## config.mk

```make
export PLATFORM = sky130hd
export DESIGN_NAME = i2c_master_register_access
export DESIGN_NICKNAME = d
export VERILOG_FILES = /design/src/rtl/core/i2cm_pkg.sv /design/src/rtl/core/i2cm_step.sv /design/src/rtl/core/i2cm_core.sv /design/src/rtl/core/i2cm_skid.sv /design/src/rtl/core/i2c_master_register_access.sv
export SDC_FILE = /design/constraint.sdc
export NUM_CORES = 1
export LEC_CHECK = 0
export BUFFER_PORTS_ARGS = -buffer_cell sky130_fd_sc_hd__buf_4
export CAP_MARGIN = 20
export CORE_UTILIZATION = 60
export CTS_BUF_LIST = sky130_fd_sc_hd__clkbuf_8
export CTS_CLUSTER_DIAMETER = 40
export DETAILED_ROUTE_END_ITERATION = 7
export GPL_ROUTABILITY_DRIVEN = 0
export PLACE_DENSITY = 0.77
export SETUP_SLACK_MARGIN = 0.5
export SLEW_MARGIN = 40
export SYNTH_ARGS = -nofsm -noshare
export SYNTH_HDL_FRONTEND = slang
export SYNTH_SLANG_ARGS = --single-unit
```

## constraint.sdc

```tcl
create_clock -name i_clk -period 5.5 [get_ports i_clk]
set_input_delay 1.1 -clock i_clk [delete_from_list [all_inputs] [get_ports i_clk]]
set_output_delay 1.1 -clock i_clk [all_outputs]
set_load 0.02 [all_outputs]
```

## src/rtl/core/i2cm_pkg.sv

```systemverilog
// Shared types and constants for the I2C register-access master.
// Used by every module under rtl/core; depends on nothing.
package i2cm_pkg;

    localparam int unsigned DEV_ADDR_W  = 7;
    localparam int unsigned PHASE_W     = 10;
    localparam int unsigned BYTE_W      = 8;
    localparam int unsigned BIT_IDX_W   = 4;
    localparam int unsigned CFG_IDX_W   = 1;
    localparam int unsigned CFG_DATA_W  = 10;
    localparam int unsigned S_TDATA_W   = 32;
    localparam int unsigned M_TDATA_W   = 16;

    localparam logic [BIT_IDX_W-1:0] LAST_DATA_BIT = BIT_IDX_W'(7);
    localparam logic [BIT_IDX_W-1:0] ACK_BIT       = BIT_IDX_W'(8);
    localparam logic [PHASE_W-1:0]   PHASE_RESET   = PHASE_W'(5);

    // configuration register indexes
    localparam logic [CFG_IDX_W-1:0] CFG_DEVICE_ADDRESS = 1'b0;
    localparam logic [CFG_IDX_W-1:0] CFG_PHASE_TICKS    = 1'b1;

    // transaction kinds
    localparam logic OP_WRITE = 1'b0;
    localparam logic OP_READ  = 1'b1;

    // bus sequencer states
    typedef enum logic [8:0] {
        ST_IDLE       = 9'b0_0000_0001,
        ST_RS_LOW     = 9'b0_0000_0010,
        ST_START_HIGH = 9'b0_0000_0100,
        ST_START_HOLD = 9'b0_0000_1000,
        ST_BIT_LOW    = 9'b0_0001_0000,
        ST_BIT_HIGH   = 9'b0_0010_0000,
        ST_STOP_LOW   = 9'b0_0100_0000,
        ST_STOP_HIGH  = 9'b0_1000_0000,
        ST_STOP_HOLD  = 9'b1_0000_0000
    } t_step;

    // which byte is on the bus
    typedef enum logic [4:0] {
        FR_ADDR_W = 5'b00001,
        FR_REG    = 5'b00010,
        FR_WDATA  = 5'b00100,
        FR_ADDR_R = 5'b01000,
        FR_RDATA  = 5'b10000
    } t_frame;

    typedef struct packed {
        t_step                 step;
        t_frame                frame;
        logic [PHASE_W-1:0]    phase_timer;
        logic [BIT_IDX_W-1:0]  bit_index;
        logic [BYTE_W-1:0]     bytes_left;
        logic [BYTE_W-1:0]     shift_byte;
        logic                  latched_op;
        logic [BYTE_W-1:0]     latched_register;
        logic                  ack_failed;
    } t_state;

    typedef struct packed {
        logic [DEV_ADDR_W-1:0] device_address;
        logic [PHASE_W-1:0]    phase_ticks;
    } t_cfg;

    // one tick request
    typedef struct packed {
        logic              go;
        logic              op;
        logic [BYTE_W-1:0] register_addr;
        logic [BYTE_W-1:0] byte_count;
        logic [BYTE_W-1:0] write_byte;
        logic              sda_in;
    } t_item;

    // one tick result
    typedef struct packed {
        logic              scl_level;
        logic              sda_level;
        logic              sda_enable;
        logic              busy_res;
        logic              data_taken;
        logic [BYTE_W-1:0] read_byte;
        logic              read_valid;
        logic              read_last;
        logic              done_res;
        logic              nack_error;
    } t_result;

endpackage

```

## src/rtl/core/i2cm_step.sv

```systemverilog
// Next-state and bus-output logic of the I2C master for one tick.
// Depends on i2cm_pkg.
module i2cm_step
    import i2cm_pkg::*;
(
    input  t_state  i_state,
    input  t_cfg    i_cfg,
    input  t_item   i_item,
    output t_state  o_next,
    output t_result o_res
);

    logic [PHASE_W-1:0] plen;
    logic               phase_end;
    logic               last_byte;
    logic [BYTE_W-1:0]  bytes_dec;
    logic [BYTE_W-1:0]  shifted;
    logic               begin_f;
    t_frame             begin_target;

    assign plen      = (i_cfg.phase_ticks == '0) ? PHASE_W'(1) : i_cfg.phase_ticks;
    assign phase_end = ({1'b0, i_state.phase_timer} + (PHASE_W+1)'(1)) >= {1'b0, plen};
    assign last_byte = (i_state.bytes_left <= BYTE_W'(1));
    assign bytes_dec = (i_state.bytes_left == '0) ? '0 : i_state.bytes_left - BYTE_W'(1);
    assign shifted   = {i_state.shift_byte[BYTE_W-2:0], i_item.sda_in};

    // bus levels reflect the state at the start of the tick
    always_comb begin
        o_res = '0;
        o_res.scl_level = 1'b1;
        o_res.sda_level = 1'b1;
        o_res.busy_res  = 1'b1;
        unique case (i_state.step)
            ST_RS_LOW: begin
                o_res.scl_level  = 1'b0;
                o_res.sda_enable = 1'b1;
            end
            ST_START_HIGH: begin
                o_res.sda_enable = 1'b1;
            end
            ST_START_HOLD: begin
                o_res.sda_enable = 1'b1;
                o_res.sda_level  = 1'b0;
            end
            ST_BIT_LOW, ST_BIT_HIGH: begin
                o_res.scl_level = (i_state.step == ST_BIT_HIGH);
                if (i_state.bit_index < ACK_BIT) begin
                    if (i_state.frame != FR_RDATA) begin
                        o_res.sda_enable = 1'b1;
                        o_res.sda_level  = i_state.shift_byte[BYTE_W-1];
                    end
                end else if (i_state.frame == FR_RDATA) begin
                    // master ACK, NACK on the final byte
                    o_res.sda_enable = 1'b1;
                    o_res.sda_level  = last_byte;
                end
            end
            ST_STOP_LOW: begin
                o_res.scl_level  = 1'b0;
                o_res.sda_enable = 1'b1;
                o_res.sda_level  = 1'b0;
            end
            ST_STOP_HIGH: begin
                o_res.sda_enable = 1'b1;
                o_res.sda_level  = 1'b0;
            end
            ST_STOP_HOLD: begin
                o_res.sda_enable = 1'b1;
            end
            default: begin
                o_res.busy_res = 1'b0;
            end
        endcase

        o_next       = i_state;
        begin_f      = 1'b0;
        begin_target = i_state.frame;

        if (i_state.step == ST_IDLE || !$onehot(i_state.step)) begin
            o_next.step        = ST_IDLE;
            o_next.phase_timer = '0;
            if (i_item.go) begin
                o_next.latched_op       = i_item.op;
                o_next.latched_register = i_item.register_addr;
                o_next.bytes_left       = (i_item.byte_count == '0) ? BYTE_W'(1)
                                                                    : i_item.byte_count;
                o_next.ack_failed       = 1'b0;
                o_next.frame            = FR_ADDR_W;
                o_next.bit_index        = '0;
                o_next.step             = ST_START_HIGH;
            end
        end else if (!phase_end) begin
            o_next.phase_timer = i_state.phase_timer + PHASE_W'(1);
        end else begin
            o_next.phase_timer = '0;
            unique case (i_state.step)
                ST_RS_LOW:     o_next.step = ST_START_HIGH;
                ST_START_HIGH: o_next.step = ST_START_HOLD;
                ST_START_HOLD: begin_f = 1'b1;
                ST_BIT_LOW:    o_next.step = ST_BIT_HIGH;
                ST_BIT_HIGH: begin
                    if (i_state.bit_index < ACK_BIT) begin
                        o_next.shift_byte = shifted;
                        if (i_state.frame == FR_RDATA && i_state.bit_index == LAST_DATA_BIT) begin
                            o_res.read_byte  = shifted;
                            o_res.read_valid = 1'b1;
                            o_res.read_last  = last_byte;
                        end
                        o_next.bit_index = i_state.bit_index + BIT_IDX_W'(1);
                        o_next.step      = ST_BIT_LOW;
                    end else if (i_state.frame == FR_RDATA) begin
                        o_next.bytes_left = bytes_dec;
                        if (last_byte) begin
                            o_next.step = ST_STOP_LOW;
                        end else begin
                            begin_f      = 1'b1;
                            begin_target = FR_RDATA;
                        end
                    end else if (i_item.sda_in) begin
                        // missing ACK: abort through a stop
                        o_next.ack_failed = 1'b1;
                        o_next.step       = ST_STOP_LOW;
                    end else if (i_state.frame == FR_ADDR_W) begin
                        begin_f      = 1'b1;
                        begin_target = FR_REG;
                    end else if (i_state.frame == FR_REG) begin
                        if (i_state.latched_op == OP_WRITE) begin
                            begin_f      = 1'b1;
                            begin_target = FR_WDATA;
                        end else begin
                            o_next.frame     = FR_ADDR_R;
                            o_next.bit_index = '0;
                            o_next.step      = ST_RS_LOW;
                        end
                    end else if (i_state.frame == FR_ADDR_R) begin
                        begin_f      = 1'b1;
                        begin_target = FR_RDATA;
                    end else begin
                        o_next.bytes_left = bytes_dec;
                        if (last_byte) begin
                            o_next.step = ST_STOP_LOW;
                        end else begin
                            begin_f      = 1'b1;
                            begin_target = FR_WDATA;
                        end
                    end
                end
                ST_STOP_LOW:  o_next.step = ST_STOP_HIGH;
                ST_STOP_HIGH: o_next.step = ST_STOP_HOLD;
                default: begin
                    o_res.done_res   = 1'b1;
                    o_res.nack_error = i_state.ack_failed;
                    o_next.step      = ST_IDLE;
                end
            endcase
        end

        // load the next byte onto the bus
        if (begin_f) begin
            o_next.frame     = begin_target;
            o_next.bit_index = '0;
            o_next.step      = ST_BIT_LOW;
            unique case (begin_target)
                FR_ADDR_W: o_next.shift_byte = {i_cfg.device_address, 1'b0};
                FR_ADDR_R: o_next.shift_byte = {i_cfg.device_address, 1'b1};
                FR_REG:    o_next.shift_byte = i_state.latched_register;
                FR_WDATA: begin
                    o_next.shift_byte = i_item.write_byte;
                    o_res.data_taken  = 1'b1;
                end
                default:   o_next.shift_byte = '0;
            endcase
        end
    end

endmodule

```

## src/rtl/core/i2cm_core.sv

```systemverilog
// Input register, configuration registers and sequencer state of the I2C master.
// Depends on i2cm_pkg and i2cm_step.
module i2cm_core
    import i2cm_pkg::*;
(
    input  logic                  i_clk,
    input  logic                  i_rst_n,
    input  logic                  i_cfg_we,
    input  logic [CFG_IDX_W-1:0]  i_cfg_index,
    input  logic [CFG_DATA_W-1:0] i_cfg_data,
    input  logic                  i_valid,
    output logic                  o_ready,
    input  t_item                 i_item,
    output logic                  o_res_valid,
    input  logic                  i_res_ready,
    output t_result               o_res
);

    logic    r_in_valid;
    t_item   r_in;
    t_state  r_state;
    t_state  n_state;
    t_cfg    r_cfg;
    logic    advance;

    assign advance     = r_in_valid && i_res_ready;
    assign o_ready     = !r_in_valid || i_res_ready;
    assign o_res_valid = r_in_valid;

    i2cm_step u_step (
        .i_state (r_state),
        .i_cfg   (r_cfg),
        .i_item  (r_in),
        .o_next  (n_state),
        .o_res   (o_res)
    );

    always_ff @(posedge i_clk) begin
        if (!i_rst_n) begin
            r_in_valid <= 1'b0;
        end else if (o_ready) begin
            r_in_valid <= i_valid;
        end
        if (o_ready && i_valid) begin
            r_in <= i_item;
        end
    end

    always_ff @(posedge i_clk) begin
        if (!i_rst_n) begin
            r_state.step             <= ST_IDLE;
            r_state.frame            <= FR_ADDR_W;
            r_state.phase_timer      <= '0;
            r_state.bit_index        <= '0;
            r_state.bytes_left       <= '0;
            r_state.shift_byte       <= '0;
            r_state.latched_op       <= 1'b0;
            r_state.latched_register <= '0;
            r_state.ack_failed       <= 1'b0;
        end else if (advance) begin
            r_state <= n_state;
        end
    end

    always_ff @(posedge i_clk) begin
        if (!i_rst_n) begin
            r_cfg.device_address <= '0;
            r_cfg.phase_ticks    <= PHASE_RESET;
        end else if (i_cfg_we) begin
            unique case (i_cfg_index)
                CFG_DEVICE_ADDRESS: r_cfg.device_address <= i_cfg_data[DEV_ADDR_W-1:0];
                CFG_PHASE_TICKS:    r_cfg.phase_ticks    <= i_cfg_data[PHASE_W-1:0];
                default: ;
            endcase
        end
    end

endmodule

```

## src/rtl/core/i2cm_skid.sv

```systemverilog
// Output register with a skid stage for the tick results.
// Depends on i2cm_pkg.
module i2cm_skid
    import i2cm_pkg::*;
(
    input  logic    i_clk,
    input  logic    i_rst_n,
    input  logic    i_valid,
    output logic    o_ready,
    input  t_result i_res,
    output logic    o_valid,
    input  logic    i_ready,
    output t_result o_res
);

    logic    r_out_valid;
    logic    r_skid_valid;
    t_result r_out;
    t_result r_skid;
    logic    push;

    assign o_ready = !r_skid_valid;
    assign push    = i_valid && !r_skid_valid;
    assign o_valid = r_out_valid;
    assign o_res   = r_out;

    always_ff @(posedge i_clk) begin
        if (!i_rst_n) begin
            r_out_valid  <= 1'b0;
            r_skid_valid <= 1'b0;
        end else if (!r_out_valid || i_ready) begin
            r_out_valid  <= r_skid_valid || push;
            r_skid_valid <= 1'b0;
        end else if (push) begin
            r_skid_valid <= 1'b1;
        end
    end

    always_ff @(posedge i_clk) begin
        if (!r_out_valid || i_ready) begin
            r_out <= r_skid_valid ? r_skid : i_res;
        end else if (push) begin
            r_skid <= i_res;
        end
    end

endmodule

```

## src/rtl/core/i2c_master_register_access.sv

```systemverilog
// Top level of the tick-driven I2C master for register writes and reads.
// Depends on i2cm_pkg, i2cm_core and i2cm_skid.
//
// Every request on the s_axis channel is one timing tick. It carries the go
// flag and transaction fields (op travels in tuser) plus the sampled SDA level.
// The master answers every request with exactly one result on m_axis: the SCL
// and SDA drive levels, busy, the data_taken strobe, any completed read byte
// (tlast marks the final byte of a read), and done with its NACK flag.
// A go is taken only while idle. The transaction runs start, device address
// with write, register address, then either the data bytes or a repeated
// start, address with read and the read bytes, and always closes with a stop.
// Each SCL phase lasts phase_ticks requests (one request when it is 0).
// A request lands in the input register at its accepting edge; its result is
// then loaded into the output register, or into the skid stage while the
// receiver stalls. Throughput is one request per cycle while the receiver
// keeps up, set by the combinational sequencer step between the registers.
// When the receiver stalls, the output register holds and one more result
// drops into the skid stage; s_axis_tready then falls until space frees.
// Reset (synchronous, active low) returns the sequencer to idle, empties both
// stages and sets device_address to 0 and phase_ticks to 5.
// Configuration is written through i_cfg_we / i_cfg_index / i_cfg_data.
module i2c_master_register_access
    import i2cm_pkg::*;
(
    input  logic                  i_clk,
    input  logic                  i_rst_n,
    input  logic                  i_cfg_we,
    input  logic [CFG_IDX_W-1:0]  i_cfg_index,
    input  logic [CFG_DATA_W-1:0] i_cfg_data,
    input  logic                  s_axis_tvalid,
    output logic                  s_axis_tready,
    // go[0], register_addr[8:1], byte_count[16:9], write_byte[24:17],
    // sda_in[25], zero fill[31:26]
    input  logic [S_TDATA_W-1:0]  s_axis_tdata,
    // op[0]
    input  logic                  s_axis_tuser,
    output logic                  m_axis_tvalid,
    input  logic                  m_axis_tready,
    // scl_level[0], sda_level[1], sda_enable[2], busy_res[3], data_taken[4],
    // read_byte[12:5], read_valid[13], done_res[14], nack_error[15]
    output logic [M_TDATA_W-1:0]  m_axis_tdata,
    // read_last
    output logic                  m_axis_tlast
);

    t_item   in_item;
    t_result core_res;
    t_result out_res;
    logic    core_valid;
    logic    core_ready;

    // unpack the request
    assign in_item.go            = s_axis_tdata[0];
    assign in_item.op            = s_axis_tuser;
    assign in_item.register_addr = s_axis_tdata[8:1];
    assign in_item.byte_count    = s_axis_tdata[16:9];
    assign in_item.write_byte    = s_axis_tdata[24:17];
    assign in_item.sda_in        = s_axis_tdata[25];

    i2cm_core u_core (
        .i_clk       (i_clk),
        .i_rst_n     (i_rst_n),
        .i_cfg_we    (i_cfg_we),
        .i_cfg_index (i_cfg_index),
        .i_cfg_data  (i_cfg_data),
        .i_valid     (s_axis_tvalid),
        .o_ready     (s_axis_tready),
        .i_item      (in_item),
        .o_res_valid (core_valid),
        .i_res_ready (core_ready),
        .o_res       (core_res)
    );

    i2cm_skid u_skid (
        .i_clk   (i_clk),
        .i_rst_n (i_rst_n),
        .i_valid (core_valid),
        .o_ready (core_ready),
        .i_res   (core_res),
        .o_valid (m_axis_tvalid),
        .i_ready (m_axis_tready),
        .o_res   (out_res)
    );

    // pack the result
    assign m_axis_tdata = {out_res.nack_error, out_res.done_res, out_res.read_valid,
                           out_res.read_byte, out_res.data_taken, out_res.busy_res,
                           out_res.sda_enable, out_res.sda_level, out_res.scl_level};
    assign m_axis_tlast = out_res.read_last;

    // a full skid stage means the output register is occupied
    a_skid_implies_out: assert property (@(posedge i_clk) disable iff (!i_rst_n)
        !core_ready |-> m_axis_tvalid)
        else $error("skid stage holds a result while the output register is empty");

    // tlast only marks a completed read byte
    a_last_with_byte: assert property (@(posedge i_clk) disable iff (!i_rst_n)
        m_axis_tvalid && m_axis_tlast |-> m_axis_tdata[13])
        else $error("read_last without read_valid");

    // a read byte never shares a tick with a write strobe or done
    a_read_exclusive: assert property (@(posedge i_clk) disable iff (!i_rst_n)
        m_axis_tvalid && m_axis_tdata[13] |-> !m_axis_tdata[4] && !m_axis_tdata[14])
        else $error("read_valid together with data_taken or done");

    // nack is reported only with done, and done only while busy
    a_nack_with_done: assert property (@(posedge i_clk) disable iff (!i_rst_n)
        m_axis_tvalid && (m_axis_tdata[15] || m_axis_tdata[14])
            |-> m_axis_tdata[14] && m_axis_tdata[3])
        else $error("nack_error outside done, or done while not busy");

endmodule

```

==> results_dict.tcl <==
set metrics [dict create \
    grt_max_degree 62 \
    cts_buffers 17 \
    seq_power_share_pct 49.4 \
    synth_compound_area_share_pct 15.72 \
    switching_power_mw 0.5628 \
    avgSynthCellArea_sq_um 9.770 \
    powerDensity_nw_per_um2 274.2 \
    synth_xor_area_share_pct 1.905 \
    synth_top_flop_cell "dfxtp_1" \
    row_count 38 \
    vias 5746 \
    cp_data_arrival_time_ns 5.15 \
    wl_per_cell_um 17.30 \
    fp.dieH_um 108.7 \
    finalNetCount 849 \
    drtPass1Iterations 5 \
    dr.first_iter.drc_count 420 \
    cp-end-kind "flip-flop" \
    period_needed_ns 4.771 \
    status "complete, no violations" \
    grtUsageTotal_pct 28.56 \
    yosys.area.top_type "edfxtp_1" \
    drv_slew 0 \
    cp_slowest_cell "fa_1" \
    critPathMaxStageDelay_ns 0.53 \
    synthCells 699 \
    io_buffers 61 \
    hold_path.class "flip-flop to flip-flop" \
    tightest_slew_ns 0.8801 \
    drt-total-wl_um 16020 \
    p_comb_share_pct 11.4 \
    syn_nets 774 \
    p_int_mw 1.667 \
    diodes 0 \
    post-route-period-util_pct 86.75 \
    core_sq_um 10980 \
    synthArstFlopShare_pct 0 \
    cp_num_buf_inv 3 \
    clk_path_buf_depth 2 \
    rsz0062_at_grt "false" \
    clkSinkCount 135 \
    antenna_found_initial 0 \
    p_clk_share_pct 39.2 \
    setup_tns_ns 0 \
    crit_chain "inv_1 > fa_1 > fa_1 > fa_1 > inv_1 > fa_2 > inv_2 > fa_1 > and4b_1 > a31oi_4 > or2_4 > and2_4 > a21oi_1 > a311oi_2 > o21ai_4 > or3_1 > a21oi_1" \
    crit_top_cell "fa_1" \
    setup_viol 0 \
    clkTransAtPathRegs_ns 0.08 \
    synth_common_cells "nand2_1, dfxtp_1, edfxtp_1" \
    htreeDepth 4 \
    synth_fa_ha_area_share_pct 5.313 \
    ys_seq_elements 135 \
    clock.fmax_mhz 209.6 \
    die_w_um 108.7 \
    switching_share_pct 25.24 \
    fin_area_sq_um 8133 \
    start_util_pct 62.18 \
    overflow 0 \
    grt_first_pass_wirelength_um 25920 \
    post-dp-hpwl_um 10820 \
    p_leak_nw 3.059 \
    clk_latency_ns 0.45 \
    fin_hold_ws_ns 0.4578 \
    cp-start-kind "flip-flop" \
    layout-drive-gt1-share_pct 23.66 \
    post-synth-top-count-cell "nand2_1" \
    hold_path_depth 2 \
    seq_area_frac_synth_pct 48.52 \
    synth_top_area_share_pct 26.82 \
    synth_edf_count 61 \
    synthTopCellsByArea "edfxtp_1, dfxtp_1, nand2_1, a21oi_1, ha_1" \
    syn_to_final_growth_pct 19.09 \
    yosys_warnings 0 \
    synth_top_family_by_area "simple AND/OR/NAND/NOR gates" \
    die-area_sq_um 11810 \
    crit_required_ns 5.88 \
    synth_area_sq_um 6829 \
    vias_per_cell 6.205 \
    rr_worst_depth 17 \
    ir_worst_vdd_mv 0.2210 \
    crit_family "adder cells" \
    ios 68 \
    synthMuxAreaShare_pct 3.206 \
    remaining_drc_errors 0 \
    detailed_place.area_sq_um 7435 \
    cp.depth 17 \
    first_global_vias 5411 \
    cts_root_buf "clkbuf_8" \
    worstPathMaxFanout 5 \
    slew_headroom_pct 41.33 \
    post-route-util_pct 74.05 \
    path_class "flip-flop to flip-flop" \
    cts_tree "yes" \
    synthSimpleGateAreaFrac_pct 21.47 \
    skew_ns 0.01281 \
    power.total_mw 2.230 \
    ys_types 71 \
    hold_viol 0 \
    cap_violations 0 \
    antenna_left 0 \
    hold_buffers 0 \
]
==> flip-flops by register name, indices dropped and copies added (netlist names) <==
| signal | cells |
|---|---|
| u_core.r_state | 54 |
| u_skid.o_valid | 1 |
| u_skid.o_res | 17 |
| u_skid.r_skid_valid | 1 |
| u_skid.r_skid | 17 |
| u_core.o_res_valid | 1 |
| u_core.r_cfg | 17 |
| u_core.r_in | 27 |
==> worst paths after layout <==
path | start | endpoint | slack (ns)
hold reg to reg | u_core.r_cfg[4] | u_core.r_cfg[4] | 0.46
setup reg to reg | u_core.r_state[46] | u_core.r_state[41] | 0.73
setup / recovery | u_core.r_state[46] | u_core.r_state[41] | 0.73
hold / removal | u_core.r_cfg[4] | u_core.r_cfg[4] | 0.46
==> power by group through the flow <==
stage | clock network [mW] | registers (mW) | logic (mW)
after floorplan | 0 | 1.12 | 0.150
after CTS | 0.879 | 1.10 | 0.238
after global routing | 0.923 | 1.11 | 0.275
after detailed placement | 0 | 1.12 | 0.227
final | 0.874 | 1.10 | 0.254
after global placement | 0 | 1.12 | 0.219
==> placed cells by master, fill, tap and decap left out, types with 7 or more instances in the layout <==
cell / instances
a21oi_1: 53
inv_1: 30
a22oi_1: 10
and3_1: 7
nor3_1: 18
a32oi_1: 9
nand3_1: 17
nor2b_1: 9
dfxtp_1: 70
and2_1: 14
mux2_2: 15
edfxtp_1: 61
buf_4: 87
xnor2_1: 7
o31ai_1: 10
nand4_1: 10
nor2_1: 49
clkbuf_8: 17
ha_1: 21
nand2_1: 102
o21ai_0: 21
==> cell type report <==
type | count | area (sq um)
Tap cell | 140 | 175.2
Sequential cell | 135 | 3321
Clock inverter | 14 | 185.2
Inverter | 31 | 116.4
Fill cell | 770 | 2850
Multi-Input combinational cell | 501 | 3437
Timing Repair Buffer | 88 | 664.4
Clock buffer | 17 | 234.0
==> logic make-up after synthesis <==
logic type,after synthesis
flops,135
buf+inv,63
simple gates,283
compound gates,158
fa+ha+maj,26
mux,20
xor+xnor,14
==> layer usage <==
layer | part of all wire (%) | GRT usage (%) | wire (um) | vias to the layer above
li1 | - | - | - | 2696
met1 | 42 | 37.00 | 6654 | 2708
met2 | 48 | 46.29 | 7675 | 291
met3 | 8.0 | 6.336 | 1274 | 51
met4 | 2.6 | 11.78 | 415 | 0
met5 | 0 | 0 | 0 | -
==> stage by stage <==
step | setup slack [ns] | std cells
after floorplan | 0.5881 | 699
final | 0.7289 | 926
after CTS | 0.5070 | 919
after global routing | 0.4963 | 926
after detailed placement | 0.07154 | 882
after global placement | 0.1880 | 882
==> worst register-to-register path: stages (launching register included) <==
cell	delay (ns)
dfxtp_2	0.35
inv_1	0.09
fa_1	0.53
fa_1	0.44
fa_1	0.52
inv_1	0.06
fa_2	0.34
inv_2	0.07
fa_1	0.40
and4b_1	0.22
a31oi_4	0.19
or2_4	0.22
and2_4	0.18
a21oi_1	0.07
a311oi_2	0.38
o21ai_4	0.16
or3_1	0.34
a21oi_1	0.15
==> repair_timing <==
item                                    4_1_cts  5_1_grt
gates resized for setup                      16       22
endpoints found under the setup margin       25       45
setup buffers                                 6        7
pin swaps                                     4       13
endpoints found under the hold margin         0        0
No activity file was read; power rests on OpenSTA's default activity.
